### src/rtl/mcf_pkg.sv
`timescale 1ns / 1ps
// mcf_pkg: shared types and constants of the multichannel comb filter
// no dependencies

package mcf_pkg;

    localparam int SAMPLE_W   = 16;
    localparam int GAIN_W     = 16;
    localparam int GAIN_FRAC  = 15;
    localparam int DLY_W      = 11;
    localparam int CHAN_W     = 1;
    localparam int APB_ADDR_W = 4;
    localparam int APB_DATA_W = 32;
    localparam int FIFO_DEPTH = 4;
    localparam int FIFO_PTR_W = 2;
    localparam int FIFO_CNT_W = 3;

    typedef enum logic [1:0] {
        REG_IIR_MODE = 2'd0,
        REG_GAIN     = 2'd1,
        REG_DELAY    = 2'd2
    } reg_idx_t;

    typedef struct packed {
        logic                     iir_mode;
        logic signed [GAIN_W-1:0] gain;
        logic [DLY_W-1:0]         delay;
        logic                     delay_wr;
    } cfg_t;

    typedef struct packed {
        logic [CHAN_W-1:0]          ch;
        logic signed [SAMPLE_W-1:0] data;
        logic                       last;
    } out_item_t;

endpackage

### src/rtl/mcf_apb_regs.sv
`timescale 1ns / 1ps
// mcf_apb_regs: apb register file for mode, gain and delay
// depends on mcf_pkg

module mcf_apb_regs
    import mcf_pkg::*;
#(
    parameter int MAX_DELAY = 1024
)
(
    input  logic                  clk,
    input  logic                  rst_n,
    input  logic                  psel,
    input  logic                  penable,
    input  logic                  pwrite,
    input  logic [APB_ADDR_W-1:0] paddr,
    input  logic [APB_DATA_W-1:0] pwdata,
    output logic [APB_DATA_W-1:0] prdata,
    output logic                  pready,
    output cfg_t                  cfg
);

    logic                     iir_mode_reg;
    logic signed [GAIN_W-1:0] gain_reg;
    logic [DLY_W-1:0]         delay_reg;
    logic [DLY_W-1:0]         delay_next;
    logic                     wr_en;
    reg_idx_t                 idx;

    assign pready = 1'b1;
    assign wr_en  = psel && penable && pwrite && pready;
    assign idx    = reg_idx_t'(paddr[3:2]);

    // clamp delay into 1..MAX_DELAY
    always_comb
    begin
        delay_next = pwdata[DLY_W-1:0];
        if (delay_next == '0)
        begin
            delay_next = DLY_W'(1);
        end
        else if (32'(delay_next) > MAX_DELAY)
        begin
            delay_next = DLY_W'(MAX_DELAY);
        end
    end

    always_ff @(posedge clk or negedge rst_n)
    begin
        if (!rst_n)
        begin
            iir_mode_reg <= 1'b0;
            gain_reg     <= '0;
            delay_reg    <= DLY_W'(1);
        end
        else if (wr_en)
        begin
            case (idx)
                REG_IIR_MODE: iir_mode_reg <= pwdata[0];
                REG_GAIN:     gain_reg     <= pwdata[GAIN_W-1:0];
                REG_DELAY:    delay_reg    <= delay_next;
                default:      ;
            endcase
        end
    end

    always_comb
    begin
        case (idx)
            REG_IIR_MODE: prdata = APB_DATA_W'(iir_mode_reg);
            REG_GAIN:     prdata = APB_DATA_W'($unsigned(gain_reg));
            REG_DELAY:    prdata = APB_DATA_W'(delay_reg);
            default:      prdata = '0;
        endcase
    end

    assign cfg.iir_mode = iir_mode_reg;
    assign cfg.gain     = gain_reg;
    assign cfg.delay    = delay_reg;
    assign cfg.delay_wr = wr_en && (idx == REG_DELAY);

endmodule
### config.mk
export PLATFORM = sky130hd
export DESIGN_NAME = mcf_apb_regs
export DESIGN_NICKNAME = d
export VERILOG_FILES = /design/src/rtl/mcf_pkg.sv /design/src/rtl/mcf_apb_regs.sv
export SDC_FILE = /design/constraint.sdc
export NUM_CORES = 1
export LEC_CHECK = 0
export BUFFER_PORTS_ARGS = -buffer_cell sky130_fd_sc_hd__clkbuf_2
export CAP_MARGIN = 20
export CORE_ASPECT_RATIO = 0.6
export CORE_MARGIN = 8
export CORE_UTILIZATION = 37
export DETAILED_ROUTE_END_ITERATION = 7
export PLACE_DENSITY = 0.86
export SYNTH_ARGS = -nofsm -noshare
export SYNTH_HDL_FRONTEND = slang
export SYNTH_SLANG_ARGS = --single-unit
### constraint.sdc
create_clock -name clk -period 0.8 [get_ports clk]
set_input_delay 0.04 -clock clk [delete_from_list [all_inputs] [get_ports clk]]
set_output_delay 0.04 -clock clk [all_outputs]
set_load 0.03 [all_outputs]
# Word-level counts from Yosys, hierarchy flattened
# Cells that the tools add are included.
[totals]
wordCells = 17
in_bits = 41
output_inout_bits = 62
regBits = 28
[classes]
muxes = 3
eq_ne = 2
order_cmp = 1
reduce_logical = 8
[ops]
columns = ["cell", "n"]
rows = [
  ["case mux 16 bit (3 select lines)", 1],
  ["2-to-1 mux 11 bit", 2],
  ["> comparator 11 bit, second input constant", 1],
  ["logical NOT 11 bit", 1],
  ["AND reduction 2 bit", 3],
  ["logical AND 1 bit", 3],
  ["== test 2 x 1 -> 1 bit, second input constant", 1],
  ["== test 2 bit, second input constant", 1],
  ["logical NOT 2 bit", 1],
]

# Longest topological paths before layout
[logic_depth]
ltp_word = 3
depth_mapped = 6
mapped_depth_nobuf = 3

# Least setup slack after synthesis
# No wires, ideal clock.
[synth_path]
path_kind = "register -> output"
start = "register delay_reg[0]"
end = "output port prdata[0]"
t_required_ps = 760
path_buffers = 0
t_arrival_ps = 1390
path_stages_with_launch = 3
path_slack_ps = -630
cell_sequence = "dfstp_2 > mux2i_1 > o21ai_0"
[synth_between]
elab_chain_cells = 1
[synth_rtl]
columns = ["item", "line", "text"]
rows = [
  ["start: declaration", "mcf_apb_regs.sv:25", "logic [DLY_W-1:0] delay_reg;"],
  ["start signal: assignment", "mcf_apb_regs.sv:61", "REG_DELAY: delay_reg <= delay_next;"],
  ["case mux 16 bit (3 select lines)", "mcf_apb_regs.sv:69", "case (idx)"],
  ["end: declaration", "mcf_apb_regs.sv:18", "output logic [APB_DATA_W-1:0] prdata,"],
]
# Every way passes these cells.

# Worst setup path in the final report
# Ends and elaborated chain as after synthesis.

==> impl_metrics.csv <==
group,metric,value,unit
floorplanning,ios,103,
grt,grt_pass1_wl,8640,um
timing,post-route-period-util,163,%
synthesis,synth.area.mux_share,17.2,%
power,p_leak,1.53,nW
grt,grt_max_degree,22,
synthesis,synth_most_common_cell,"dfrtp_1",
clock_network,cts_sinks,28,
outcome,violations,"setup timing",
routing,wire_per_inst,20.4,um
synthesis,synth_compound_area_share,12.0,%
timing,finalCriticalPeriod,1300,ps
routing,drt-pass1-iter-count,4,
clock_network,cts_root_buf,"clkbuf_8",
floorplanning,chipWidth,98.2,um
floorplanning,rows,18,
timing,setup_viol,66,
synthesis,yosysSeqAreaShare,46.8,%
synthesis,synth_flop_cell,"dfrtp_1",
synthesis,synth-seq-cells,28,
synthesis,synth_warnings,0,
grt,grt.busiest_layer,"met2",
grt,antenna_found_initial,0,
cells_and_area,largest_reg_flops,16,
grt,use_met1,19.0,%
grt,grtUsageMet3,7.06,%
floorplanning,floorplan.initialDensity,37.4,%
timing,slew_violations,0,
synthesis,synth_edf_count,0,
synthesis,async_reset_ff_share,100,%
synthesis,syn_avg_cell_area,11.5,um2
critical_path,start_kind,"register",
cells_and_area,area.growth.synth_to_final,108,%
placed_design,dpl.hpwl,3360,um
critical_path,crit_arrival,1260,ps
critical_path,crit_start,"delay_reg[0]$_DFFE_PN1P_",
synthesis,synth_fa_ha_area_share,0,%
synthesis,synth_common_cells,"dfrtp_1, mux2_2, buf_4",
power,vdd_ir_drop_max,1.23,mV
floorplanning,core_area,4010,um2
placed_design,placed_area,2100,um2
floorplanning,die_h,65.3,um
synthesis,yosys-top-cells-area,"dfrtp_1, mux2_2, buf_4",
timing,timing.fmax,767,MHz
min_path,holdCritPathClass,"in -> reg",
critical_path,r2r_start,"iir_mode_reg$_DFFE_PN0P_",
clock_network,clock_latency,280,ps
power,pwr_density_cell,2220,nW/um2
placed_design,port_buffers,67,
clock_network,path_clk_slew,100,ps
cells_and_area,post-route-util,78.0,%
clock_network,cts_inserted_buffers,3,
grt,met2_usage,31.0,%
timing,rsz0062_at_grt,"true",
clock_network,tritoncts,"built",
timing,clock_skew,0,ps
synthesis,synthXorXnorAreaFrac,0,%
cells_and_area,final_net_count,291,
synthesis,syn_inst,131,
routing,drt-total-wl,6100,um
routing,routed_via_density,4.96,
grt,first_global_vias,1555,
floorplanning,die_area,6410,um2
synthesis,synth_top_family_by_area,"multiplexers",
routing,drc,0,
placed_design,gp_congestion,0.763,
critical_path,critPathKind,"reg -> out",
synthesis,synthSimpleGateAreaFrac,9.51,%
routing,drt-initial-drc-count,35,
critical_path,cp.required,760,ps
critical_path,crit_fanout,2,
critical_path,cp-end-kind,"output pin",
synthesis,synth.distinct_cells,26,
grt,grt_overflow_total,0,
clock_network,cts_max_level,1,
cells_and_area,diodes,0,
outcome,outcome,"finished with violations",
cells_and_area,drive_gt1_share,71.9,%
synthesis,synth_top_area_share,45.0,%
routing,vias,1482,
grt,track_usage,17.1,%
timing,fin_tns_setup,-13230,ps
run,maxCapViolCount,0,
synthesis,yosys.area.top_type,"dfrtp_1",
timing,worst_slack,-504,ps
routing,postRouteAntennaNets,0,
min_path,hold_start,"pwdata[8]",
clock_network,cts_buffer_depth,2,
timing,hold_viol,0,
synthesis,synth.cell_area,1500,um2
cells_and_area,finalInstanceArea,3130,um2
-- path summary, 6_finish.rpt --
| check | slack (ps) | end | cells past startpoint |
|---|---|---|---|
| setup reg to reg | -200 | iir_mode_reg$_DFFE_PN0P_ | 3 |
| hold / removal | 10 | gain_reg[8]$_DFFE_PN0P_ | 2 |
| max in group asynchronous | 170 | delay_reg[0]$_DFFE_PN1P_ | 3 |
| hold reg to reg | 560 | gain_reg[4]$_DFFE_PN0P_ | 1 |
| min in group asynchronous | 160 | gain_reg[11]$_DFFE_PN0P_ | 2 |
| setup / recovery | -500 | prdata[0] | 3 |
-- metrics by stage --
stage	worst slack (ps)	power [mW]	cells	hold slack (ps)
5_1_grt	-541	7.22	299	4.08
4_1_cts	-417	6.16	286	7.94
3_5_place_dp	-342	4.22	262	-90.7
3_3_place_gp	-307	4.17	262	-94.2
2_1_floorplan	-271	3.46	146	-256
6_report	-504	6.95	299	10.0
-- logic make-up (layout without fill, tap and decap cells) --
group / after synthesis / after routing
AO/OA/AOI/OAI: 24 / 24
buffers and inverters: 31 / 134
flip-flops: 28 / 28
multiplexers: 23 / 23
other: 2 / 17
AND/OR/NAND/NOR: 23 / 23
-- cell usage in the layout, fill, tap and decap left out --
cell	n
conb_1	17
a41oi_1	1
mux2_4	15
buf_8	46
mux2i_1	1
dfrtp_1	23
nor4_1	2
nand3_1	2
nor2b_1	5
dfrtp_2	4
dfstp_2	1
inv_1	5
nor2b_4	1
nor3_1	1
buf_12	4
o21ai_4	3
clkbuf_2	20
or2b_1	1
a22o_4	4
nand2b_1	1
o21ai_2	3
nor2_4	1
and2b_1	1
buf_4	14
nand2_1	1
clkbuf_8	5
o41ai_2	5
dlygate4sd3_1	6
and2_4	6
o21ai_1	2
mux2_2	7
a22o_2	6
buf_6	34
and3_1	1
-- cell type report --
cell class                 instances  area (um2)
timing repair buffer             125        1430
tap                               50        62.6
clock buffer                       4        55.1
sequential                        28         707
multi-input combinational         87         851
fill                             232         882
inverter                           5        18.8
-- routing by layer --
metal	share of wire, %	wire length, um
met1	39	2390
met2	53	3230
met3	6.5	394
met4	1.3	80
met5	0	0
-- report_power, final --
part | switching (mW) | total [mW] | internal (mW)
clock network | 0.471 | 0.913 | 0.443
logic | 1.77 | 4.02 | 2.25
registers | 0.298 | 2.02 | 1.72
total | 2.54 | 6.95 | 4.41
-- critical path: stages, from the launching register on --
cell and delay (ps):
dfstp_2 540, mux2i_1 90, o21ai_2 160, clkbuf_8 180
-- repair_timing --
item	in CTS	in global routing
hold endpoints to repair	32	0
buffers inserted	14	18
hold buffers	6	0
pin swaps	2	3
cloned	0	0
endpoints found under the setup margin	56	70
gates resized for setup	125	78
No activity file was read; power rests on OpenSTA's default activity.
